<file path="src/rtl/madt_pkg.sv">
// types and constants shared by the madt local apic parser
package madt_pkg;

  localparam logic [31:0] SIG_APIC            = 32'h4349_5041;
  localparam logic [31:0] HEADER_LEN          = 32'd44;
  localparam logic [7:0]  TYPE_LOCAL_APIC     = 8'd0;
  localparam logic [7:0]  MIN_ENTRY_LEN       = 8'd2;
  localparam logic [7:0]  MIN_LAPIC_ENTRY_LEN = 8'd8;
  localparam logic [1:0]  FLAG_ENABLED        = 2'b01;
  localparam logic [1:0]  FLAG_ONLINE_CAPABLE = 2'b10;
  localparam logic [31:0] SIG_END_POS         = 32'd4;
  localparam logic [31:0] LEN_END_POS         = 32'd8;
  localparam logic [31:0] LEN_LAST_POS        = 32'd7;
  localparam logic [31:0] BASE_FIRST_POS      = 32'd36;
  localparam logic [31:0] BASE_END_POS        = 32'd40;

  // register word index on the apb port
  localparam logic REG_BOOTSTRAP_APIC_ID = 1'b0;

  // result queue
  localparam int FIFO_DEPTH = 4;
  localparam int FIFO_AW    = 2;

  typedef enum logic {
    KIND_CPU     = 1'b0,
    KIND_SUMMARY = 1'b1
  } kind_t;

  typedef struct packed {
    kind_t       kind;
    logic        last_of_run;
    logic [5:0]  cpu_index;
    logic [7:0]  processor_uid;
    logic [7:0]  apic_id;
    logic        cpu_enabled;
    logic        is_bootstrap;
    logic        checksum_ok;
    logic        header_ok;
    logic [31:0] lapic_address;
    logic [6:0]  entries_recorded;
    logic [6:0]  enabled_total;
  } result_t;

  function automatic logic [7:0] sig_byte(input logic [1:0] idx);
    logic [31:0] shifted;
    shifted  = SIG_APIC >> {idx, 3'b000};
    sig_byte = shifted[7:0];
  endfunction

endpackage

</file>
<file path="src/rtl/madt_local_apic_parser.sv">
// madt local apic parser top level: byte parse, cpu records and result queue
// Takes one MADT table byte per cycle, sustained, while table_ready is high, and reports every
// recorded local APIC entry on the entry's last byte and a summary on the table's last byte
// (or at byte 7 when the length field is below 44). A byte goes straight from the input port
// through the parse logic into a four-entry result queue, so the first result is visible in
// the cycle after its byte is taken. A byte that ends both a CPU entry and the table writes
// two results, and since the queue has a single read port those two leave one after the
// other. table_ready is high while the queue has room for two results. bootstrap_apic_id is
// written through the APB port at byte address 0 and should only change between tables.
module madt_local_apic_parser
  import madt_pkg::*;
#(
  parameter int MAX_CPUS = 64
) (
  input  logic        clk,
  input  logic        rst,

  input  logic        psel,
  input  logic        penable,
  input  logic        pwrite,
  input  logic [2:0]  paddr,
  input  logic [31:0] pwdata,
  output logic [31:0] prdata,
  output logic        pready,

  input  logic        table_valid,
  output logic        table_ready,
  input  logic [7:0]  table_byte,
  input  logic        table_start,

  output logic        result_valid,
  input  logic        result_ready,
  output logic        result_kind,
  output logic        last_of_run,
  output logic [5:0]  cpu_index,
  output logic [7:0]  processor_uid,
  output logic [7:0]  apic_id,
  output logic        cpu_enabled,
  output logic        is_bootstrap,
  output logic        checksum_ok,
  output logic        header_ok,
  output logic [31:0] lapic_address,
  output logic [6:0]  entries_recorded,
  output logic [6:0]  enabled_total
);

  localparam int CW = $clog2(MAX_CPUS + 1);

  // configuration
  logic [7:0] bootstrap_apic_id;

  // parse state
  logic [31:0]   byte_position,   byte_position_next;
  logic [31:0]   table_length,    table_length_next;
  logic [7:0]    running_sum,     running_sum_next;
  logic          signature_match, signature_match_next;
  logic [31:0]   apic_base,       apic_base_next;
  logic [7:0]    entry_offset,    entry_offset_next;
  logic [7:0]    entry_type,      entry_type_next;
  logic [7:0]    entry_length,    entry_length_next;
  logic [7:0]    entry_uid,       entry_uid_next;
  logic [7:0]    entry_apic,      entry_apic_next;
  logic [1:0]    entry_flag_bits, entry_flag_bits_next;
  logic          walk_stopped,    walk_stopped_next;
  logic [CW-1:0] entry_count,     entry_count_next;
  logic [CW-1:0] enabled_count,   enabled_count_next;
  logic [5:0]    bootstrap_slot,  bootstrap_slot_next;
  logic          bootstrap_seen,  bootstrap_seen_next;

  // state after an optional table start
  logic [31:0]   cur_position;
  logic [31:0]   cur_length;
  logic [7:0]    cur_sum;
  logic          cur_sig;
  logic [31:0]   cur_base;
  logic [7:0]    cur_offset;
  logic [7:0]    cur_type;
  logic [7:0]    cur_len;
  logic [7:0]    cur_uid;
  logic [7:0]    cur_apic;
  logic [1:0]    cur_flags;
  logic          cur_stopped;
  logic [CW-1:0] cur_count;
  logic [CW-1:0] cur_enabled;
  logic [5:0]    cur_bslot;
  logic          cur_bseen;

  logic          accept;
  logic          in_table;
  logic          hdr_full;
  logic          active;
  logic          walk;
  logic [7:0]    len_eff;
  logic [7:0]    offset_inc;
  logic          overrun;
  logic          record_try;
  logic          do_record;
  logic          cpu_en;
  logic          cpu_bsp;
  logic          sum_short;
  logic          sum_long;
  logic          do_summary;
  result_t       cpu_res;
  result_t       sum_res;
  result_t       push_data0;
  result_t       push_data1;
  logic          push0;
  logic          push1;

  // result queue
  result_t              fifo_mem [FIFO_DEPTH];
  logic [FIFO_AW-1:0]   wr_ptr, wr_ptr_next;
  logic [FIFO_AW-1:0]   rd_ptr, rd_ptr_next;
  logic [FIFO_AW:0]     count,  count_next;
  logic                 pop;
  result_t              head;

  assign accept      = table_valid && table_ready;
  assign table_ready = count <= (FIFO_AW + 1)'(FIFO_DEPTH - 2);
  assign pop         = result_valid && result_ready;

  // apb port
  assign pready = 1'b1;
  assign prdata = (paddr[2] == REG_BOOTSTRAP_APIC_ID) ? {24'd0, bootstrap_apic_id} : 32'd0;

  always_ff @(posedge clk) begin
    if (rst) begin
      bootstrap_apic_id <= 8'd0;
    end else if (psel && penable && pwrite && pready && paddr[2] == REG_BOOTSTRAP_APIC_ID) begin
      bootstrap_apic_id <= pwdata[7:0];
    end
  end

  always_comb begin
    if (table_start) begin
      cur_position = 32'd0;
      cur_length   = 32'd0;
      cur_sum      = 8'd0;
      cur_sig      = 1'b1;
      cur_base     = 32'd0;
      cur_offset   = 8'd0;
      cur_type     = 8'd0;
      cur_len      = 8'd0;
      cur_uid      = 8'd0;
      cur_apic     = 8'd0;
      cur_flags    = 2'd0;
      cur_stopped  = 1'b0;
      cur_count    = '0;
      cur_enabled  = '0;
      cur_bslot    = 6'd0;
      cur_bseen    = 1'b0;
    end else begin
      cur_position = byte_position;
      cur_length   = table_length;
      cur_sum      = running_sum;
      cur_sig      = signature_match;
      cur_base     = apic_base;
      cur_offset   = entry_offset;
      cur_type     = entry_type;
      cur_len      = entry_length;
      cur_uid      = entry_uid;
      cur_apic     = entry_apic;
      cur_flags    = entry_flag_bits;
      cur_stopped  = walk_stopped;
      cur_count    = entry_count;
      cur_enabled  = enabled_count;
      cur_bslot    = bootstrap_slot;
      cur_bseen    = bootstrap_seen;
    end

    // header bytes
    signature_match_next = cur_sig;
    table_length_next    = cur_length;
    if (cur_position < SIG_END_POS) begin
      if (table_byte != sig_byte(cur_position[1:0])) begin
        signature_match_next = 1'b0;
      end
    end else if (cur_position < LEN_END_POS) begin
      table_length_next = cur_length | ({24'd0, table_byte} << {cur_position[1:0], 3'b000});
    end

    in_table = cur_position < table_length_next;
    running_sum_next = (cur_position < LEN_END_POS || in_table) ? cur_sum + table_byte : cur_sum;

    hdr_full  = table_length_next >= HEADER_LEN;
    sum_short = (cur_position == LEN_LAST_POS) && !hdr_full;
    active    = hdr_full && in_table;

    apic_base_next = cur_base;
    if (active && cur_position >= BASE_FIRST_POS && cur_position < BASE_END_POS) begin
      apic_base_next = cur_base | ({24'd0, table_byte} << {cur_position[1:0], 3'b000});
    end

    // entry walk
    walk       = active && cur_position >= HEADER_LEN && !cur_stopped;
    len_eff    = (cur_offset == 8'd1) ? table_byte : cur_len;
    offset_inc = cur_offset + 8'd1;
    overrun    = ({1'b0, cur_position} - 33'd1 + {25'd0, table_byte}) > {1'b0, table_length_next};

    entry_offset_next    = cur_offset;
    entry_type_next      = cur_type;
    entry_length_next    = cur_len;
    entry_uid_next       = cur_uid;
    entry_apic_next      = cur_apic;
    entry_flag_bits_next = cur_flags;
    walk_stopped_next    = cur_stopped;
    record_try           = 1'b0;

    if (walk) begin
      case (cur_offset)
        8'd0:    entry_type_next      = table_byte;
        8'd1:    entry_length_next    = table_byte;
        8'd2:    entry_uid_next       = table_byte;
        8'd3:    entry_apic_next      = table_byte;
        8'd4:    entry_flag_bits_next = table_byte[1:0];
        default: ;
      endcase
      if (cur_offset == 8'd1 && (table_byte < MIN_ENTRY_LEN || overrun)) begin
        walk_stopped_next = 1'b1;
        entry_offset_next = 8'd0;
      end else if (cur_offset != 8'd0 && offset_inc == len_eff) begin
        record_try        = (cur_type == TYPE_LOCAL_APIC) && (len_eff >= MIN_LAPIC_ENTRY_LEN);
        entry_offset_next = 8'd0;
      end else begin
        entry_offset_next = offset_inc;
      end
    end

    // cpu record
    do_record = record_try && (cur_count < CW'(MAX_CPUS));
    cpu_en    = |(cur_flags & (FLAG_ENABLED | FLAG_ONLINE_CAPABLE));
    cpu_bsp   = cur_apic == bootstrap_apic_id;

    entry_count_next    = cur_count;
    enabled_count_next  = cur_enabled;
    bootstrap_slot_next = cur_bslot;
    bootstrap_seen_next = cur_bseen;
    if (do_record) begin
      entry_count_next = cur_count + CW'(1);
      if (cpu_en) begin
        enabled_count_next = cur_enabled + CW'(1);
      end
      if (cpu_bsp) begin
        bootstrap_slot_next = 6'(cur_count);
        bootstrap_seen_next = 1'b1;
      end
    end

    sum_long   = active && (cur_position == table_length_next - 32'd1);
    do_summary = sum_short || sum_long;

    byte_position_next = (cur_position == 32'hFFFF_FFFF) ? cur_position : cur_position + 32'd1;

    cpu_res                  = '0;
    cpu_res.kind             = KIND_CPU;
    cpu_res.last_of_run      = !do_summary;
    cpu_res.cpu_index        = 6'(cur_count);
    cpu_res.processor_uid    = cur_uid;
    cpu_res.apic_id          = cur_apic;
    cpu_res.cpu_enabled      = cpu_en;
    cpu_res.is_bootstrap     = cpu_bsp;

    sum_res                  = '0;
    sum_res.kind             = KIND_SUMMARY;
    sum_res.last_of_run      = 1'b1;
    sum_res.cpu_index        = bootstrap_slot_next;
    sum_res.is_bootstrap     = bootstrap_seen_next;
    sum_res.checksum_ok      = sum_long && (running_sum_next == 8'd0);
    sum_res.header_ok        = sum_long && signature_match_next;
    sum_res.lapic_address    = apic_base_next;
    sum_res.entries_recorded = 7'(entry_count_next);
    sum_res.enabled_total    = 7'(enabled_count_next);

    push0      = accept && (do_record || do_summary);
    push1      = accept && do_record && do_summary;
    push_data0 = do_record ? cpu_res : sum_res;
    push_data1 = sum_res;
  end

  always_ff @(posedge clk) begin
    if (rst) begin
      byte_position   <= 32'd0;
      table_length    <= 32'd0;
      running_sum     <= 8'd0;
      signature_match <= 1'b1;
      apic_base       <= 32'd0;
      entry_offset    <= 8'd0;
      entry_type      <= 8'd0;
      entry_length    <= 8'd0;
      entry_uid       <= 8'd0;
      entry_apic      <= 8'd0;
      entry_flag_bits <= 2'd0;
      walk_stopped    <= 1'b0;
      entry_count     <= '0;
      enabled_count   <= '0;
      bootstrap_slot  <= 6'd0;
      bootstrap_seen  <= 1'b0;
    end else if (accept) begin
      byte_position   <= byte_position_next;
      table_length    <= table_length_next;
      running_sum     <= running_sum_next;
      signature_match <= signature_match_next;
      apic_base       <= apic_base_next;
      entry_offset    <= entry_offset_next;
      entry_type      <= entry_type_next;
      entry_length    <= entry_length_next;
      entry_uid       <= entry_uid_next;
      entry_apic      <= entry_apic_next;
      entry_flag_bits <= entry_flag_bits_next;
      walk_stopped    <= walk_stopped_next;
      entry_count     <= entry_count_next;
      enabled_count   <= enabled_count_next;
      bootstrap_slot  <= bootstrap_slot_next;
      bootstrap_seen  <= bootstrap_seen_next;
    end
  end

  // result queue control
  always_comb begin
    wr_ptr_next = wr_ptr;
    if (push1) begin
      wr_ptr_next = wr_ptr + FIFO_AW'(2);
    end else if (push0) begin
      wr_ptr_next = wr_ptr + FIFO_AW'(1);
    end
    rd_ptr_next = pop ? rd_ptr + FIFO_AW'(1) : rd_ptr;
    count_next  = count + (FIFO_AW + 1)'(push0) + (FIFO_AW + 1)'(push1)
                  - (FIFO_AW + 1)'(pop);
  end

  always_ff @(posedge clk) begin
    if (rst) begin
      wr_ptr <= '0;
      rd_ptr <= '0;
      count  <= '0;
    end else begin
      wr_ptr <= wr_ptr_next;
      rd_ptr <= rd_ptr_next;
      count  <= count_next;
    end
  end

  always_ff @(posedge clk) begin
    if (push0) begin
      fifo_mem[wr_ptr] <= push_data0;
    end
    if (push1) begin
      fifo_mem[wr_ptr + FIFO_AW'(1)] <= push_data1;
    end
  end

  assign head             = fifo_mem[rd_ptr];
  assign result_valid     = count != '0;
  assign result_kind      = head.kind;
  assign last_of_run      = head.last_of_run;
  assign cpu_index        = head.cpu_index;
  assign processor_uid    = head.processor_uid;
  assign apic_id          = head.apic_id;
  assign cpu_enabled      = head.cpu_enabled;
  assign is_bootstrap     = head.is_bootstrap;
  assign checksum_ok      = head.checksum_ok;
  assign header_ok        = head.header_ok;
  assign lapic_address    = head.lapic_address;
  assign entries_recorded = head.entries_recorded;
  assign enabled_total    = head.enabled_total;

  // checks
  a_queue_bound: assert property (@(posedge clk) disable iff (rst)
    count <= (FIFO_AW + 1)'(FIFO_DEPTH))
    else $error("result queue overfilled");

  a_cpu_bound: assert property (@(posedge clk) disable iff (rst)
    entry_count <= CW'(MAX_CPUS))
    else $error("recorded more cpus than capacity");

  a_enabled_bound: assert property (@(posedge clk) disable iff (rst)
    enabled_count <= entry_count)
    else $error("enabled count above recorded count");

  a_stop_needs_header: assert property (@(posedge clk) disable iff (rst)
    walk_stopped |-> table_length >= HEADER_LEN)
    else $error("entry walk stopped without a full header");

  a_bslot_clean: assert property (@(posedge clk) disable iff (rst)
    !bootstrap_seen |-> bootstrap_slot == 6'd0)
    else $error("bootstrap slot set without a bootstrap match");

endmodule

</file>
<file path="config.mk">
export PLATFORM = sky130hd
export DESIGN_NAME = madt_local_apic_parser
export DESIGN_NICKNAME = d
export VERILOG_FILES = /design/src/rtl/madt_pkg.sv /design/src/rtl/madt_local_apic_parser.sv
export SDC_FILE = /design/constraint.sdc
export NUM_CORES = 1
export LEC_CHECK = 0
export BUFFER_PORTS_ARGS = -buffer_cell sky130_fd_sc_hd__buf_2
export CAP_MARGIN = 20
export CORE_ASPECT_RATIO = 1.1
export CORE_MARGIN = 10
export CORE_UTILIZATION = 25
export DETAILED_ROUTE_END_ITERATION = 8
export GPL_ROUTABILITY_DRIVEN = 0
export GPL_TIMING_DRIVEN = 0
export PLACE_DENSITY_LB_ADDON = 0.25
export SLEW_MARGIN = 25
export SYNTH_ARGS = -nofsm -noshare
export SYNTH_HDL_FRONTEND = slang
export SYNTH_SLANG_ARGS = --single-unit
</file>
<file path="constraint.sdc">
create_clock -name clk -period 27.6 [get_ports clk]
set_input_delay 5.52 -clock clk [delete_from_list [all_inputs] [get_ports clk]]
set_output_delay 5.52 -clock clk [all_outputs]
set_load 0.01 [all_outputs]
</file>
# After elaboration in Yosys (flattened, before gate mapping)
# Memory sizes are Yosys's and may differ from the RTL's. A register that Yosys moved wholly into a read port is not among the register bits.
# Index checks and enable logic that the tools add are counted.
[totals] elab_cells=155 out_inout_bits=109 regBits=184 input_bits=51 ramBits=296 mem_count=1
[classes] mux=58 n_reduce_logical=35 add_sub_neg=14 magnitude_cmp=12 bitwise=3 shift=2 eq_ne=10
[memory_table] name="fifo_mem" words=4 width=74 read_ports=1 rd_ports_with_merged_regs=1 wr=2 line_no="madt_local_apic_parser.sv:111" text="result_t fifo_mem [FIFO_DEPTH];"
[ops] operator="two-way mux 32 bit" count=7
[ops] operator="two-way mux 8 bit" count=19
[ops] operator="greater-or-equal comparator 32 x 6 -> 1 bit, second input constant" count=3
[ops] operator="two-way mux 74 bit" count=1
[ops] operator="OR 32 bit" count=2
[ops] operator="two-way mux 7 bit" count=5
[ops] operator="adder 33 x 8 -> 33 bit" count=1
[ops] operator="greater-than comparator 33 x 32 -> 1 bit" count=1
[ops] operator="subtractor 32 x 1 -> 33 bit, second input constant" count=1
[ops] operator="adder 32 x 1 -> 32 bit, second input constant" count=1
[ops] operator="== test 32 x 3 -> 1 bit, second input constant" count=1
[ops] operator="== test 32 bit" count=1
[ops] operator="== test 32 bit, second input constant" count=1
[ops] operator="< comparator 32 x 3 -> 1 bit, second input constant" count=1
[ops] operator="< comparator 32 bit" count=1
[ops] operator="< comparator 32 x 4 -> 1 bit, second input constant" count=1
[ops] operator="< comparator 32 x 6 -> 1 bit, second input constant" count=1
[ops] operator="<< shifter 8 x 5 -> 32 bit" count=1
[ops] operator="subtractor 32 x 1 -> 32 bit, second input constant" count=1
[ops] operator="right shift 31 x 5 -> 8 bit, first input constant" count=1
[ops] operator="logical NOT 8 bit" count=3
[ops] operator="logical AND 1 bit" count=21
[ops] operator="two-way mux 6 bit" count=3
[ops] operator="== test 8 x 2 -> 1 bit, second input constant" count=2
[ops] operator="other kinds (24)" count=54

# Logic depth before layout (Yosys ltp)
[logic_depth] depth_word=16 depth_mapped=38 depth_no_buf=31

# Least setup slack after synthesis
# No wires, ideal clock.
[synth_path] path_kind="input to register" start="input port table_start" end="memory fifo_mem[0][0] (netlist bit) (enable)" path_stages=31 required_ns=27.191 path_slack_ns=14.037 t_arrival_ns=13.154 setup_time_ns=0.409 n_path_buf=12 cell_sequence="buf_2 > inv_2 > buf_2 > clkbuf_1 > clkbuf_1 > buf_1 > clkbuf_1 > buf_1 > buf_1 > nand2_1 > ha_1 > nand3b_1 > a41o_1 > nand3_1 > buf_2 > nor2_2 > clkbuf_1 > a22oi_1 > ha_1 > nor3b_1 > o21a_1 > nand4_1 > or4b_1 > a221o_1 > nor3_2 > nand4b_2 > buf_2 > o21ai_1 > o211ai_1 > clkbuf_1 > inv_1"
[synth_rtl] element="start: declaration" line_no="madt_local_apic_parser.sv:29" text="input logic table_start,"
[synth_rtl] element="end: declaration" line_no="madt_local_apic_parser.sv:111"

==> key figures <==
Logic synthesis
  – Seq/Total Area, Yosys: 0.420
  – Post-synth top area share: 0.234
  – Fraction of registers with async set/reset: 0
  – Cells after Synth: 2,980
  – Post-synth EDFFs: 220
  – Ranking of synthesized cells by area: edfxtp_1, dfxtp_1, ha_1
  – Synthesized flop and latch total: 482
  – Cell area after technology mapping: 0.0282 mm^2
  – Post-synth top flop: dfxtp_1
  – Syn. warnings: 0
  – Largest area contributor in the netlist: edfxtp_1
  – Yosys cell types: 95
  – Syn Area/Cell: 9.47 um^2

Worst setup path
  – Crit path launch: table_start
  – Startpoint Class: primary input
  – Critical path's most frequent cell: buf_2
  – WP buf/inv: 15
  – Dominant delay contributor by cell family on the critical path: buffers and inverters
  – CP Capture Type: register
  – CP max FO: 32
  – Reg2Reg Launch Point: byte_position[1]$_SDFFE_PP0P_
  – Crit path required time: 27,890 ps
  – Worst path max stage delay: 760 ps
  – Crit path max-delay cell type: clkbuf_1
  – CP Class: in2reg
  – Worst EP arrival: 17,760 ps

Global route
  – Met2 Track Usage GR: 0.280
  – First-pass GRT wire length: 162,000 um
  – Initial antenna violation count: 9
  – GRT busiest layer: met2
  – Vias in the first global route: 23.9k
  – Global-route usage over all layers: 0.168
  – Met1 usage: 0.213
  – M3 GR Usage: 0.0268
  – Total grt overflow: 0
  – Largest net degree at the start of global routing: 44

Die
  – Die span in x: 340 um
  – Io pins: 160
  – Core Footprint: 0.112 mm^2
  – Row count: 129
  – Initial Util: 0.251
  – Die H: 372 um
  – DIE AREA: 0.127 mm^2

Timing
  – Final setup viols: 0
  – Final Hold Fails: 0
  – Final period utilization: 0.633
  – Max Fclk: 57.2 MHz
  – Max-slew headroom: 0.231
  – Least-Margin Pin Slew: 1150 ps
  – Final Critical Period: 17,470 ps
  – Slew Viols, Final: 0
  – Clock skew: 34.2 ps
  – Setup tns final: 0 ps
  – Unrepaired setup endpoints after global routing: no

Final layout
  – Core Util, Final: 0.290
  – Share of post-route cells with drive strength above 1: 0.125
  – P&R area growth vs syn: 15.6%
  – Final #Nets: 3,387

Clocking
  – Post-CTS Resized: 0
  – Number of CTS-inserted buffers: 52
  – Root buf cell: clkbuf_16
  – CTS Sinks: 482
  – Postcts setup bufs: 0
  – H-tree depth: 2
  – CTS clk-pin slew, worst paths: 60 ps
  – Hold-fix buffers, CTS: 0
  – CTS tree: done
  – Clock tree buffer depth: 3
  – Worst skew pair latency: 630 ps

Pwr
  – LEAKAGE: 10.8 nW
  – PwrDens: 54.7 mW/mm^2
  – Maximum vdd ir drop: 0.0000483 V
  – Total power: 1.78 mW

Route
  – Vias: 24.5k
  – Post-route DRC: 0
  – Iter 0 DRT Violations: 2,303
  – Overall routed net length: 111,000 um
  – Post-route ant nets: 0
  – 1st-pass router iterations: 6
  – Per-cell routed wire length: 23.6 um
  – Vias per cell: 5.20

Flow run
  – Max cap viols: 0

Placed design
  – Port Buffers: 106
  – HPWL Detailed: 83,000 um

Outcome
  – Run status: finished, final reports clean

Worst hold path
  – Worst min path class: reg2reg
  – HP Start: fifo_mem[3][72]$_SDFFE_PP1N_
## path summary, 6_finish.rpt
| path | cells after the start | slack (ps) | to |
|---|---|---|---|
| setup / recovery | 32 | 10130 | fifo_mem[0][37]$_DFFE_PP_ |
| hold / removal | 2 | 450 | fifo_mem[3][72]$_SDFFE_PP1N_ |
| setup reg to reg | 32 | 18390 | entry_offset[7]$_SDFFE_PP0P_ |
| hold reg to reg | 2 | 450 | fifo_mem[3][72]$_SDFFE_PP1N_ |
## metrics by stage
| step | hold slack (ps) | instance area (um^2) | worst slack [ps] | instances |
|---|---|---|---|---|
| 2_1_floorplan | 419 | 28300 | 14040 | 3003 |
| 3_3_place_gp | 433 | 30700 | 7200 | 4615 |
| 3_5_place_dp | 435 | 30800 | 9880 | 4619 |
| 4_1_cts | 450 | 32600 | 10440 | 4714 |
| 5_1_grt | 471 | 32600 | 10090 | 4715 |
| 6_report | 451 | 32600 | 10130 | 4716 |
## tightest hold or removal path: cells and delay by family (launching register included)
kind,cells,cell delay (ps)
flip-flops,1,310
buffers and inverters,1,50
AO/OA/AOI/OAI,1,50
## cells in the final DEF (no fill, tap or decap), drive strengths merged, types with 10 or more instances in the layout
cell type / Yosys / routed
xor2: 31 / 31
a31oi: 17 / 17
dfxtp: 262 / 262
ha: 165 / 165
or3: 23 / 23
nor2b: 49 / 49
or2: 12 / 12
inv: 118 / 123
o22ai: 41 / 41
nand2: 252 / 252
mux2i: 17 / 17
clkinv: 0 / 11
o211ai: 16 / 16
nand4: 38 / 38
o32ai: 13 / 13
o21ai: 103 / 103
and3: 27 / 27
nor2: 452 / 452
mux4: 74 / 74
o2bb2ai: 51 / 51
o21a: 10 / 10
o21bai: 13 / 13
buf: 84 / 191
and2: 29 / 29
and4: 12 / 12
edfxtp: 220 / 220
nand2b: 19 / 19
clkbuf: 127 / 201
xnor2: 84 / 84
conb: 2 / 25
a22oi: 142 / 142
a211oi: 27 / 27
a21oi: 148 / 148
nand3: 69 / 69
nor3: 58 / 58
nor4: 19 / 19
a21o: 26 / 26
## logic make-up after synthesis
group / synth area share
AO/OA/AOI/OAI: 0.167
AND/OR/NAND/NOR: 0.185
adder cells (fa/ha/maj): 0.0760
other: 0.000266
multiplexers: 0.0671
buffers and inverters: 0.0488
XOR/XNOR: 0.0365
flip-flops: 0.420
## cell type report
| type | instances | area, um^2 |
|---|---|---|
| antenna | 2 | 5.00 |
| clock buffer | 71 | 1480 |
| fill | 12000 | 79700 |
| inverter | 118 | 450 |
| multi-input combinational | 2192 | 15100 |
| sequential | 482 | 11900 |
| clock inverter | 24 | 265 |
| buffer | 211 | 945 |
| timing repair buffer | 110 | 618 |
| tap | 1506 | 1880 |
## state kept, by name, indices dropped and copies added, names as in the netlist, named ones only
signal / count
fifo_mem: 296
apic_base: 32
table_length: 32
wr_ptr: 2
entry_flag_bits: 2
signature_match: 1
entry_apic: 8
entry_type: 8
enabled_count: 7
count: 3
byte_position: 32
entry_uid: 8
bootstrap_slot: 6
bootstrap_apic_id: 8
entry_length: 8
rd_ptr: 2
entry_offset: 8
bootstrap_seen: 1
walk_stopped: 1
running_sum: 8
entry_count: 7
## cells in the mapped netlist, types with 23 or more instances
| master | instances |
|---|---|
| mux4_2 | 74 |
| buf_2 | 39 |
| o21ai_0 | 83 |
| ha_1 | 165 |
| nand2_1 | 252 |
| xor2_1 | 31 |
| and2_1 | 29 |
| nand3_1 | 69 |
| nor2_1 | 448 |
| o22ai_1 | 41 |
| or3_1 | 23 |
| a211oi_1 | 25 |
| o2bb2ai_1 | 51 |
| nand4_1 | 37 |
| clkbuf_1 | 127 |
| nor2b_1 | 49 |
| and3_1 | 27 |
| inv_1 | 114 |
| nor3_1 | 56 |
| a22oi_1 | 142 |
| a21o_1 | 26 |
| edfxtp_1 | 220 |
| dfxtp_1 | 262 |
| xnor2_1 | 84 |
| buf_4 | 25 |
| a21oi_1 | 148 |
## per-layer routing
metal / part of all wire / vias to the layer above
li1: - / 11200
met1: 0.42 / 12000
met2: 0.47 / 1019
met3: 0.068 / 236
met4: 0.048 / 12
met5: 0.00065 / -
## power breakdown
part           internal [mW]  switching, mW  leakage (nW)  total (mW)
combinational         0.0914          0.202          6.32       0.293
sequential             0.750        0.00662          3.63       0.757
clock                  0.416          0.317         0.854       0.734
No activity file was read; power rests on OpenSTA's default activity.
